$ cat config.mk
export PLATFORM = sky130hd
export DESIGN_NAME = rc_channel_to_motion_command_flat
export DESIGN_NICKNAME = d
export VERILOG_FILES = /design/src/rtl/rc2mc_pkg.sv /design/src/rtl/rc2mc_stream_if.sv /design/src/rtl/rc2mc_regs.sv /design/src/rtl/rc2mc_switch.sv /design/src/rtl/rc2mc_scale.sv /design/src/rtl/rc2mc_slew.sv /design/src/rtl/rc_channel_to_motion_command.sv /design/src/flat_wrapper.sv
export SDC_FILE = /design/constraint.sdc
export NUM_CORES = 2
export LEC_CHECK = 0
export ABC_AREA = 0
export BUFFER_PORTS_ARGS = -buffer_cell sky130_fd_sc_hd__clkbuf_2
export CORE_MARGIN = 5
export CORE_UTILIZATION = 45
export DETAILED_ROUTE_END_ITERATION = 8
export PLACE_DENSITY = 0.64
export SYNTH_ARGS = -nofsm -noshare
export SYNTH_HDL_FRONTEND = slang
export SYNTH_SLANG_ARGS = --single-unit
$ cat constraint.sdc
create_clock -name clk -period 15.5 [get_ports clk]
set_input_delay 1.55 -clock clk [delete_from_list [all_inputs] [get_ports clk]]
set_output_delay 1.55 -clock clk [all_outputs]
set_load 0.03 [all_outputs]
$ cat src/rtl/rc2mc_pkg.sv
// Shared types, constants and register map for the RC channel to motion command block.
`default_nettype none

package rc2mc_pkg;

	localparam int PULSE_W           = 12;
	localparam int MAXV_W            = 12;
	localparam int STEP_W            = 15;
	localparam int VEL_W             = 16;
	localparam int VELOCITY_BITS_DEF = 16;

	localparam int APB_AW = 4;
	localparam int APB_DW = 32;

	// stick arithmetic
	localparam int DIFF_W      = PULSE_W + 1;
	localparam int PROD_FULL_W = 2 * DIFF_W;
	localparam int PROD_W      = 24;
	localparam int QUOT_N_W    = PROD_W - 2;
	localparam int RECIP_W     = 23;
	localparam int RECIP_SHIFT = 29;
	localparam int QUOT_W      = QUOT_N_W + RECIP_W - RECIP_SHIFT;
	// ceil(2^29 / 125): exact floor(n / 125) for n < 2^22
	localparam logic [RECIP_W-1:0] RECIP_125 = 23'd4294968;

	// switch windows, all strict
	localparam logic [PULSE_W-1:0] SW_LO_MIN  = 12'd950;
	localparam logic [PULSE_W-1:0] SW_LO_MAX  = 12'd1050;
	localparam logic [PULSE_W-1:0] SW_MID_MIN = 12'd1450;
	localparam logic [PULSE_W-1:0] SW_MID_MAX = 12'd1550;
	localparam logic [PULSE_W-1:0] SW_HI_MIN  = 12'd1950;
	localparam logic [PULSE_W-1:0] SW_HI_MAX  = 12'd2050;

	// stick deadband
	localparam logic [PULSE_W-1:0] DB_MIN       = 12'd1400;
	localparam logic [PULSE_W-1:0] DB_MAX       = 12'd1600;
	localparam logic [PULSE_W-1:0] STICK_CENTRE = 12'd1500;

	localparam logic [MAXV_W-1:0] MAXV_RST = 12'd1024;
	localparam logic [STEP_W-1:0] STEP_RST = 15'd64;

	// switch position codes
	localparam logic       POS2_UPPER  = 1'b0;
	localparam logic       POS2_LOWER  = 1'b1;
	localparam logic [1:0] POS3_UPPER  = 2'd0;
	localparam logic [1:0] POS3_MIDDLE = 2'd1;
	localparam logic [1:0] POS3_LOWER  = 2'd2;

	typedef enum logic [1:0] {
		REG_FULL_SCALE = 2'd0,
		REG_MAX_STEP   = 2'd1,
		REG_USE_RAMP   = 2'd2
	} reg_idx_t;

	typedef struct packed {
		logic [PULSE_W-1:0] switch_a;
		logic [PULSE_W-1:0] switch_b;
		logic [PULSE_W-1:0] switch_c;
		logic [PULSE_W-1:0] switch_d;
		logic [PULSE_W-1:0] left_horizontal;
		logic [PULSE_W-1:0] left_vertical;
		logic [PULSE_W-1:0] right_horizontal;
	} frame_t;

	typedef struct packed {
		logic              external_source;
		logic [1:0]        run_status;
		logic [1:0]        move_mode;
		logic              control_select;
		logic signed [VEL_W-1:0] forward_velocity;
		logic signed [VEL_W-1:0] lateral_velocity;
		logic signed [VEL_W-1:0] turn_rate;
	} command_t;

	typedef struct packed {
		logic       external_source;
		logic [1:0] run_status;
		logic [1:0] move_mode;
		logic       control_select;
	} switch_codes_t;

	typedef struct packed {
		logic [MAXV_W-1:0] full_scale;
		logic [STEP_W-1:0] max_step;
		logic              use_ramp;
	} cfg_t;

	typedef struct packed {
		logic s2;
		logic s3;
	} stage_en_t;

endpackage

`default_nettype wire

$ cat src/rtl/rc2mc_stream_if.sv
// Valid/ready word channel used for the frame input and the command output.
`default_nettype none

interface rc2mc_stream_if #(
	parameter type T = logic
);
	logic valid;
	logic ready;
	T     data;

	modport source (output valid, output data, input ready);
	modport sink   (input valid, input data, output ready);
endinterface

`default_nettype wire

$ cat src/rtl/rc2mc_regs.sv
// APB configuration registers: full-scale velocity, max_step, use_ramp.
`default_nettype none

module rc2mc_regs (
	input  wire logic                        clk,
	input  wire logic                        arst_n,
	input  wire logic                        psel,
	input  wire logic                        penable,
	input  wire logic                        pwrite,
	input  wire logic [rc2mc_pkg::APB_AW-1:0] paddr,
	input  wire logic [rc2mc_pkg::APB_DW-1:0] pwdata,
	output logic      [rc2mc_pkg::APB_DW-1:0] prdata,
	output logic                             pready,
	output rc2mc_pkg::cfg_t                  cfg
);
	import rc2mc_pkg::*;

	cfg_t     cfg_q;
	reg_idx_t idx;
	logic     wr;

	assign idx    = reg_idx_t'(paddr[3:2]);
	assign wr     = psel && penable && pwrite;
	assign pready = 1'b1;
	assign cfg    = cfg_q;

	always_ff @(posedge clk or negedge arst_n) begin
		if (!arst_n) begin
			cfg_q.full_scale <= MAXV_RST;
			cfg_q.max_step   <= STEP_RST;
			cfg_q.use_ramp   <= 1'b0;
		end else if (wr) begin
			unique case (idx)
				REG_FULL_SCALE: cfg_q.full_scale <= pwdata[MAXV_W-1:0];
				REG_MAX_STEP:   cfg_q.max_step   <= pwdata[STEP_W-1:0];
				REG_USE_RAMP:   cfg_q.use_ramp   <= pwdata[0];
				default: ;
			endcase
		end
	end

	always_comb begin
		unique case (idx)
			REG_FULL_SCALE: prdata = APB_DW'(cfg_q.full_scale);
			REG_MAX_STEP:   prdata = APB_DW'(cfg_q.max_step);
			REG_USE_RAMP:   prdata = APB_DW'(cfg_q.use_ramp);
			default:        prdata = '0;
		endcase
	end

endmodule

`default_nettype wire

$ cat src/rtl/rc2mc_switch.sv
// Switch window decode with held position codes.
`default_nettype none

module rc2mc_switch (
	input  wire logic                     clk,
	input  wire logic                     arst_n,
	input  wire logic                     load,
	input  rc2mc_pkg::frame_t             frame_data,
	output rc2mc_pkg::switch_codes_t      codes
);
	import rc2mc_pkg::*;

	switch_codes_t held_q;

	function automatic logic in_win(input logic [PULSE_W-1:0] p,
		input logic [PULSE_W-1:0] lo, input logic [PULSE_W-1:0] hi);
		return (p > lo) && (p < hi);
	endfunction

	function automatic logic dec_two(input logic [PULSE_W-1:0] p, input logic held);
		logic r;
		r = held;
		if (in_win(p, SW_LO_MIN, SW_LO_MAX)) r = POS2_UPPER;
		if (in_win(p, SW_HI_MIN, SW_HI_MAX)) r = POS2_LOWER;
		return r;
	endfunction

	function automatic logic [1:0] dec_three(input logic [PULSE_W-1:0] p,
		input logic [1:0] held);
		logic [1:0] r;
		r = held;
		if (in_win(p, SW_LO_MIN, SW_LO_MAX))   r = POS3_UPPER;
		if (in_win(p, SW_MID_MIN, SW_MID_MAX)) r = POS3_MIDDLE;
		if (in_win(p, SW_HI_MIN, SW_HI_MAX))   r = POS3_LOWER;
		return r;
	endfunction

	always_comb begin
		codes.external_source = dec_two(frame_data.switch_a, held_q.external_source);
		codes.run_status      = dec_three(frame_data.switch_b, held_q.run_status);
		codes.move_mode       = dec_three(frame_data.switch_c, held_q.move_mode);
		codes.control_select  = dec_two(frame_data.switch_d, held_q.control_select);
	end

	always_ff @(posedge clk or negedge arst_n) begin
		if (!arst_n) begin
			held_q <= '0;
		end else if (load) begin
			held_q <= codes;
		end
	end

endmodule

`default_nettype wire

$ cat src/rtl/rc2mc_scale.sv
// One stick lane: deadband, scale by full-scale velocity, divide by 500, saturate, sign.
`default_nettype none

module rc2mc_scale #(
	parameter int VELOCITY_BITS = rc2mc_pkg::VELOCITY_BITS_DEF
) (
	input  wire logic                              clk,
	input  rc2mc_pkg::stage_en_t                   en,
	input  wire logic [rc2mc_pkg::PULSE_W-1:0]     stick,
	input  wire logic [rc2mc_pkg::MAXV_W-1:0]      full_scale,
	input  wire logic                              negate,
	output logic signed [VELOCITY_BITS-1:0]        vel
);
	import rc2mc_pkg::*;

	localparam logic [32:0] VelLim = (33'd1 << (VELOCITY_BITS - 1)) - 33'd1;

	logic [PULSE_W-1:0]            snapped;
	logic signed [DIFF_W-1:0]      diff;
	logic signed [PROD_FULL_W-1:0] prod;
	logic signed [PROD_FULL_W-1:0] prod_abs;

	logic [PROD_W-1:0]             mag_s2;
	logic                          neg_s2;

	logic [QUOT_N_W+RECIP_W-1:0]   recip_prod;
	logic [QUOT_W-1:0]             quot;
	logic [32:0]                   quot_w;
	logic [32:0]                   sat;
	logic signed [VELOCITY_BITS-1:0] mag_v;
	logic signed [VELOCITY_BITS-1:0] vel_next;
	logic signed [VELOCITY_BITS-1:0] vel_s3;

	// stage 2: deadband snap and product
	assign snapped  = (stick > DB_MIN && stick < DB_MAX) ? STICK_CENTRE : stick;
	assign diff     = $signed({1'b0, snapped}) - $signed({1'b0, STICK_CENTRE});
	assign prod     = diff * $signed({1'b0, full_scale});
	assign prod_abs = prod[PROD_FULL_W-1] ? -prod : prod;

	always_ff @(posedge clk) begin
		if (en.s2) begin
			mag_s2 <= prod_abs[PROD_W-1:0];
			neg_s2 <= prod[PROD_FULL_W-1] ^ negate;
		end
	end

	// stage 3: /500 as >>2 then reciprocal of 125, truncating toward zero
	assign recip_prod = mag_s2[PROD_W-1:2] * RECIP_125;
	assign quot       = recip_prod[RECIP_SHIFT +: QUOT_W];
	assign quot_w     = 33'(quot);
	assign sat        = (quot_w > VelLim) ? VelLim : quot_w;
	assign mag_v      = $signed(sat[VELOCITY_BITS-1:0]);
	assign vel_next   = neg_s2 ? -mag_v : mag_v;

	always_ff @(posedge clk) begin
		if (en.s3) begin
			vel_s3 <= vel_next;
		end
	end

	assign vel = vel_s3;

endmodule

`default_nettype wire

$ cat src/rtl/rc2mc_slew.sv
// One axis slew limiter with its ramp state.
`default_nettype none

module rc2mc_slew #(
	parameter int VELOCITY_BITS = rc2mc_pkg::VELOCITY_BITS_DEF
) (
	input  wire logic                          clk,
	input  wire logic                          arst_n,
	input  wire logic                          upd,
	input  wire logic                          use_ramp,
	input  wire logic [rc2mc_pkg::STEP_W-1:0]  max_step,
	input  wire logic signed [VELOCITY_BITS-1:0] target,
	output logic signed [VELOCITY_BITS-1:0]    result
);
	import rc2mc_pkg::*;

	localparam int SW = (VELOCITY_BITS + 1 > STEP_W + 1) ? VELOCITY_BITS + 1 : STEP_W + 1;

	logic signed [VELOCITY_BITS-1:0] ramp_q;
	logic signed [SW-1:0] t_w;
	logic signed [SW-1:0] c_w;
	logic signed [SW-1:0] st_w;
	logic signed [SW-1:0] d_w;
	logic signed [SW-1:0] ad_w;
	logic signed [SW-1:0] nxt_w;
	logic signed [VELOCITY_BITS-1:0] nxt;

	assign t_w  = SW'(target);
	assign c_w  = SW'(ramp_q);
	assign st_w = $signed(SW'(max_step));
	assign d_w  = t_w - c_w;
	assign ad_w = d_w[SW-1] ? -d_w : d_w;

	always_comb begin
		priority if (ad_w < st_w) begin
			nxt_w = t_w;
		end else if (c_w < t_w) begin
			nxt_w = c_w + st_w;
		end else begin
			nxt_w = c_w - st_w;
		end
	end

	assign nxt    = nxt_w[VELOCITY_BITS-1:0];
	assign result = use_ramp ? nxt : target;

	always_ff @(posedge clk or negedge arst_n) begin
		if (!arst_n) begin
			ramp_q <= '0;
		end else if (upd && use_ramp) begin
			ramp_q <= nxt;
		end
	end

endmodule

`default_nettype wire

$ cat src/rtl/rc_channel_to_motion_command.sv
// Top level: RC frame to motion command, four-register pipeline with APB configuration.
//
// One frame word enters per cycle while ready is high; one command word leaves per frame,
// after the input, product, quotient and output registers. The stick path sets this depth:
// the full-scale product and the reciprocal multiply for the divide by 500 each take a
// stage of their own. Ready stalls only when every stage holds a word and the output word
// is not taken. Switch codes and ramp state update in frame order; the user must write
// configuration only while the pipeline is empty, which the block does not enforce.
`default_nettype none

module rc_channel_to_motion_command #(
	parameter int VELOCITY_BITS = rc2mc_pkg::VELOCITY_BITS_DEF
) (
	input  wire logic                         clk,
	input  wire logic                         arst_n,
	rc2mc_stream_if.sink                      frame,
	rc2mc_stream_if.source                    command,
	input  wire logic                         psel,
	input  wire logic                         penable,
	input  wire logic                         pwrite,
	input  wire logic [rc2mc_pkg::APB_AW-1:0] paddr,
	input  wire logic [rc2mc_pkg::APB_DW-1:0] pwdata,
	output logic      [rc2mc_pkg::APB_DW-1:0] prdata,
	output logic                              pready
);
	import rc2mc_pkg::*;

	cfg_t          cfg;
	switch_codes_t codes;
	switch_codes_t codes_s1;
	switch_codes_t codes_s2;
	switch_codes_t codes_s3;
	frame_t        frame_s1;
	command_t      cmd_q;
	stage_en_t     en;

	logic vld_s1;
	logic vld_s2;
	logic vld_s3;
	logic out_vld_q;
	logic accept;
	logic out_adv;
	logic free_s3;
	logic free_s2;
	logic free_s1;
	logic take_out;

	logic [PULSE_W-1:0]              sticks [3];
	logic                            neg_lane [3];
	logic signed [VELOCITY_BITS-1:0] vel_s3 [3];
	logic signed [VELOCITY_BITS-1:0] slew_res [3];
	logic [VEL_W-1:0]                vel_out [3];

	// pipeline flow
	assign out_adv  = !out_vld_q || command.ready;
	assign free_s3  = !vld_s3 || out_adv;
	assign free_s2  = !vld_s2 || free_s3;
	assign free_s1  = !vld_s1 || free_s2;
	assign take_out = vld_s3 && out_adv;
	assign en.s2    = vld_s1 && free_s2;
	assign en.s3    = vld_s2 && free_s3;

	assign frame.ready = free_s1;
	assign accept      = frame.valid && free_s1;

	always_ff @(posedge clk or negedge arst_n) begin
		if (!arst_n) begin
			vld_s1    <= 1'b0;
			vld_s2    <= 1'b0;
			vld_s3    <= 1'b0;
			out_vld_q <= 1'b0;
		end else begin
			if (free_s1) vld_s1 <= frame.valid;
			if (free_s2) vld_s2 <= vld_s1;
			if (free_s3) vld_s3 <= vld_s2;
			if (out_adv) out_vld_q <= vld_s3;
		end
	end

	rc2mc_regs u_regs (
		.clk     (clk),
		.arst_n  (arst_n),
		.psel    (psel),
		.penable (penable),
		.pwrite  (pwrite),
		.paddr   (paddr),
		.pwdata  (pwdata),
		.prdata  (prdata),
		.pready  (pready),
		.cfg     (cfg)
	);

	rc2mc_switch u_switch (
		.clk        (clk),
		.arst_n     (arst_n),
		.load       (accept),
		.frame_data (frame.data),
		.codes      (codes)
	);

	always_ff @(posedge clk) begin
		if (accept) begin
			frame_s1 <= frame.data;
			codes_s1 <= codes;
		end
		if (en.s2) codes_s2 <= codes_s1;
		if (en.s3) codes_s3 <= codes_s2;
	end

	// lanes: forward, lateral (negated), turn
	assign sticks[0]   = frame_s1.left_vertical;
	assign sticks[1]   = frame_s1.left_horizontal;
	assign sticks[2]   = frame_s1.right_horizontal;
	assign neg_lane[0] = 1'b0;
	assign neg_lane[1] = 1'b1;
	assign neg_lane[2] = 1'b0;

	for (genvar i = 0; i < 3; i++) begin : g_lane
		rc2mc_scale #(
			.VELOCITY_BITS (VELOCITY_BITS)
		) u_scale (
			.clk        (clk),
			.en         (en),
			.stick      (sticks[i]),
			.full_scale (cfg.full_scale),
			.negate     (neg_lane[i]),
			.vel        (vel_s3[i])
		);

		rc2mc_slew #(
			.VELOCITY_BITS (VELOCITY_BITS)
		) u_slew (
			.clk      (clk),
			.arst_n   (arst_n),
			.upd      (take_out),
			.use_ramp (cfg.use_ramp),
			.max_step (cfg.max_step),
			.target   (vel_s3[i]),
			.result   (slew_res[i])
		);

		assign vel_out[i] = VEL_W'(32'($unsigned(slew_res[i])));
	end

	always_ff @(posedge clk) begin
		if (take_out) begin
			cmd_q.external_source  <= codes_s3.external_source;
			cmd_q.run_status       <= codes_s3.run_status;
			cmd_q.move_mode        <= codes_s3.move_mode;
			cmd_q.control_select   <= codes_s3.control_select;
			cmd_q.forward_velocity <= $signed(vel_out[0]);
			cmd_q.lateral_velocity <= $signed(vel_out[1]);
			cmd_q.turn_rate        <= $signed(vel_out[2]);
		end
	end

	assign command.valid = out_vld_q;
	assign command.data  = cmd_q;

endmodule

`default_nettype wire

$ cat src/flat_wrapper.sv
// flat-port wrapper written by rule: the top's interface ports become plain ports
module rc_channel_to_motion_command_flat import rc2mc_pkg::*;
#(
	parameter int VELOCITY_BITS = rc2mc_pkg::VELOCITY_BITS_DEF
)
  (clk, arst_n, psel, penable, pwrite, paddr, pwdata, prdata, pready, frame_valid, frame_data, frame_ready, command_valid, command_data, command_ready);
  rc2mc_stream_if #(.T(frame_t)) frame_i ();
  rc2mc_stream_if #(.T(command_t)) command_i ();
  input  wire logic clk;
  input  wire logic arst_n;
  input  wire logic psel;
  input  wire logic penable;
  input  wire logic pwrite;
  input  wire logic [rc2mc_pkg::APB_AW-1:0] paddr;
  input  wire logic [rc2mc_pkg::APB_DW-1:0] pwdata;
  output logic      [rc2mc_pkg::APB_DW-1:0] prdata;
  output logic pready;
  input wire logic [$bits(frame_i.valid)-1:0] frame_valid;
  input wire logic [$bits(frame_i.data)-1:0] frame_data;
  output wire logic [$bits(frame_i.ready)-1:0] frame_ready;
  output wire logic [$bits(command_i.valid)-1:0] command_valid;
  output wire logic [$bits(command_i.data)-1:0] command_data;
  input wire logic [$bits(command_i.ready)-1:0] command_ready;
  assign frame_i.valid = frame_valid;
  assign frame_i.data = frame_data;
  assign frame_ready = frame_i.ready;
  assign command_valid = command_i.valid;
  assign command_data = command_i.data;
  assign command_i.ready = command_ready;
  rc_channel_to_motion_command #(.VELOCITY_BITS(VELOCITY_BITS)) u_core (.clk(clk), .arst_n(arst_n), .frame(frame_i), .command(command_i), .psel(psel), .penable(penable), .pwrite(pwrite), .paddr(paddr), .pwdata(pwdata), .prdata(prdata), .pready(pready));
endmodule
==> impl_metrics.env <==
export IMPL_wirelength_um=150000
export IMPL_clk_latency_ns=0.61
export IMPL_grtUsageTotal=0.2149
export IMPL_hold_path_class="register to register"
export IMPL_port_buffers=178
export IMPL_yosysTopAreaCell="fa_1"
export IMPL_yosysMostFrequentCell="inv_1"
export IMPL_areaGrowthSynthToFinish_pct=6.863
export IMPL_die_area_mm2=0.1392
export IMPL_slew_headroom=0.1989
export IMPL_core_area_mm2=0.1313
export IMPL_critPathSlowestCell="nor2_1"
export IMPL_min_from="u_core.codes_s3[0]"
export IMPL_remaining_drc_errors=0
export IMPL_finalHoldViolCount=0
export IMPL_synth_area_per_cell_um2=9.089
export IMPL_yosys_warnings=0
export IMPL_fin_crit_sh=0.7097
export IMPL_dr_wl_met2_um=72340
export IMPL_synth_edff_count=225
export IMPL_min_period_ns=11.00
export IMPL_r2r_start="u_core.frame_s1[0]"
export IMPL_hold_buffers=0
export IMPL_ios=216
export IMPL_rr_worst_depth=33
export IMPL_critPathArrivalTime_ns=11.32
export IMPL_gr_total_overflow=0
export IMPL_crit_fanout=23
export IMPL_cts_repair_resize_count=0
export IMPL_grt_pass1_wl_um=243700
export IMPL_fp_dieH_um=373.0
export IMPL_skew_ns=0.02686
export IMPL_required_ns=15.82
export IMPL_clockBufferDepth=3
export IMPL_synth_top_cells_by_area="fa_1 25%, ha_1 18%, edfxtp_1 11%"
export IMPL_netlist_cell_type_count=97
export IMPL_synth_simple_area_share=0.1325
export IMPL_tritoncts="done"
export IMPL_htree_levels=2
export IMPL_maxCapViolations=0
export IMPL_rows=133
export IMPL_top_layer="met4"
export IMPL_grt_pass1_vias=45690
export IMPL_holdPathEnd="u_core.command.data[48]"
export IMPL_synth_seq_cells=311
export IMPL_cts_setup_buffers=0
export IMPL_drive_gt1_frac=0.06219
export IMPL_netlist_top_cells_count="1422 x inv_1, 865 x ha_1, 741 x fa_1"
export IMPL_grt_max_degree=82
export IMPL_r2r_end="u_core.g_lane[2].u_scale.mag_s2[10]"
export IMPL_critPathLaunchType="register"
export IMPL_holdPathStages=0
export IMPL_start_util=0.4517
export IMPL_gp_congestion=0.9333
export IMPL_chipWidth_um=373.0
export IMPL_r2r_slack_ns=4.50
export IMPL_synth_compound_area_frac=0.09939
export IMPL_synth_top_family_by_area="adder cells"
export IMPL_finalMaxSlewViolations=0
export IMPL_synth_fa_ha_area_frac=0.4326
export IMPL_nets=8342
export IMPL_antenna_found_initial=2
export IMPL_synth_async_reset_ratio=0.2765
export IMPL_clk_pin_slew_ns=0.06
export IMPL_wl_met1_um=66670
export IMPL_vias=44470
export IMPL_dpl_worst_slack_ns=4.708
export IMPL_route_antenna_remaining_nets=0
export IMPL_worst_slack_ns=4.499
export IMPL_worst_slew_pin_slew_ns=1.195
export IMPL_max_stage_delay_ns=0.93
export IMPL_drtIter0Drc=2475
export IMPL_ctsRootBufferMaster="clkbuf_16"
export IMPL_clock_sinks=311
export IMPL_routedWlPerCell_um=17.86
export IMPL_status="complete, no violations"
export IMPL_cp_startpoint="u_core.frame_s1[0]"
export IMPL_synth_area_mux_share=0.02675
export IMPL_synth_seq_area_share=0.1503
export IMPL_synth_xor_area_share=0.05287
export IMPL_syn_area_mm2=0.05931
export IMPL_synth_top_area_frac=0.2501
export IMPL_endpoint_kind="register"
export IMPL_critPathKind="register to register"
export IMPL_rsz0062_at_grt="false"
export IMPL_setup_violations=0
export IMPL_fmax_ghz=0.09090
export IMPL_dp_hpwl_um=122600
export IMPL_synth_main_ff_cell="edfxtp_1"
export IMPL_via_per_inst=5.296
export IMPL_cts_inserted_buffers=41
export IMPL_finalSetupTns_ns=0
export IMPL_firstDrtPassIters=8
export IMPL_synthCells=6525
export IMPL_wl_met3_um=6698
cells in the final DEF (no fill, tap or decap), types with 49 or more instances in the layout:
cell type,synthesis,layout
clkbuf_2,1,177
a21o_1,78,78
fa_1,741,741
nand3_1,96,96
dfrtp_1,84,82
mux2i_1,73,73
nor3_1,87,86
buf_4,19,49
inv_1,1422,1422
nor2b_1,49,49
edfxtp_1,225,225
nand2_1,555,554
o21ai_0,191,191
ha_1,865,865
xor2_1,94,94
nor2_1,222,222
a21oi_1,211,210
and3_1,68,68
xnor2_1,264,263
and2_1,225,222
metrics by stage:
stage	util	instance area [um2]	hold WS (ns)	cells
after floorplan	-	59370	0.4003	6541
after global placement	0.4722	62000	0.4012	8321
after detailed placement	0.4722	62000	0.4062	8321
after CTS	0.4827	63370	0.4087	8396
after global routing	0.4827	63370	0.4227	8396
final	0.4827	63380	0.4134	8398
area by class of cell:
cell class	count	area [um2]
clock buffer	55	1109
sequential	311	8914
multi-input combinational	4593	44240
inverter	1436	5390
fill	12410	67920
tap	1755	2196
clock inverter	20	265.3
antenna	2	5.005
timing repair buffer	226	1254
worst max path at each step:
stage | endpoint | slack (ns) | depth (start not counted)
after floorplan | u_core.g_lane[0].u_scale.mag_s2[20] | 6.53 | 39
after global placement | u_core.g_lane[2].u_scale.mag_s2[21] | 4.84 | 33
after detailed placement | u_core.g_lane[2].u_scale.mag_s2[8] | 4.71 | 33
after CTS | u_core.g_lane[2].u_scale.mag_s2[21] | 4.66 | 33
after global routing | u_core.g_lane[2].u_scale.mag_s2[12] | 3.57 | 33
final | u_core.g_lane[2].u_scale.mag_s2[10] | 4.50 | 33
state kept, by name, indices dropped and copies added, names as in the netlist:
name / count
u_core.codes_s1: 6
u_core.codes_s2: 6
u_core.codes_s3: 6
u_core.command.data: 54
u_core.command.valid: 1
u_core.frame_s1: 36
u_core.g_lane.u_scale.mag_s2: 66
u_core.g_lane.u_scale.neg_s2: 3
u_core.g_lane.u_scale.vel: 48
u_core.g_lane.u_slew.ramp_q: 48
u_core.u_regs.cfg: 28
u_core.u_switch.held_q: 6
u_core.vld_s1: 1
u_core.vld_s2: 1
u_core.vld_s3: 1
routing by layer:
metal / up-vias / global-route usage
met1: 21880 / 0.2901
li1: 21400 / -
met5: - / 0
met2: 996 / 0.3723
met4: 0 / 0.05740
met3: 197 / 0.01846
cells by family after synthesis:
family,Yosys count
buffers and inverters,1637
adders and majority gates,1606
and+or+nand+nor,1570
AOI/OAI and AO/OA,895
xor gates and xnor gates,358
DFF,311
muxes,146
other,2
worst max-delay path, delay by kind of cell, from the launching register on:
kind                     cells  cell delay, ns
buffers and inverters        5            0.38
AND/OR/NAND/NOR              8            2.15
flip-flops                   1            0.43
XOR/XNOR                     3            2.02
AO/OA/AOI/OAI               10            2.76
adder cells (fa/ha/maj)      7            2.96
Power is not shown: default switching activity piles up to over one toggle a cycle in this logic, so the estimate is an artifact.
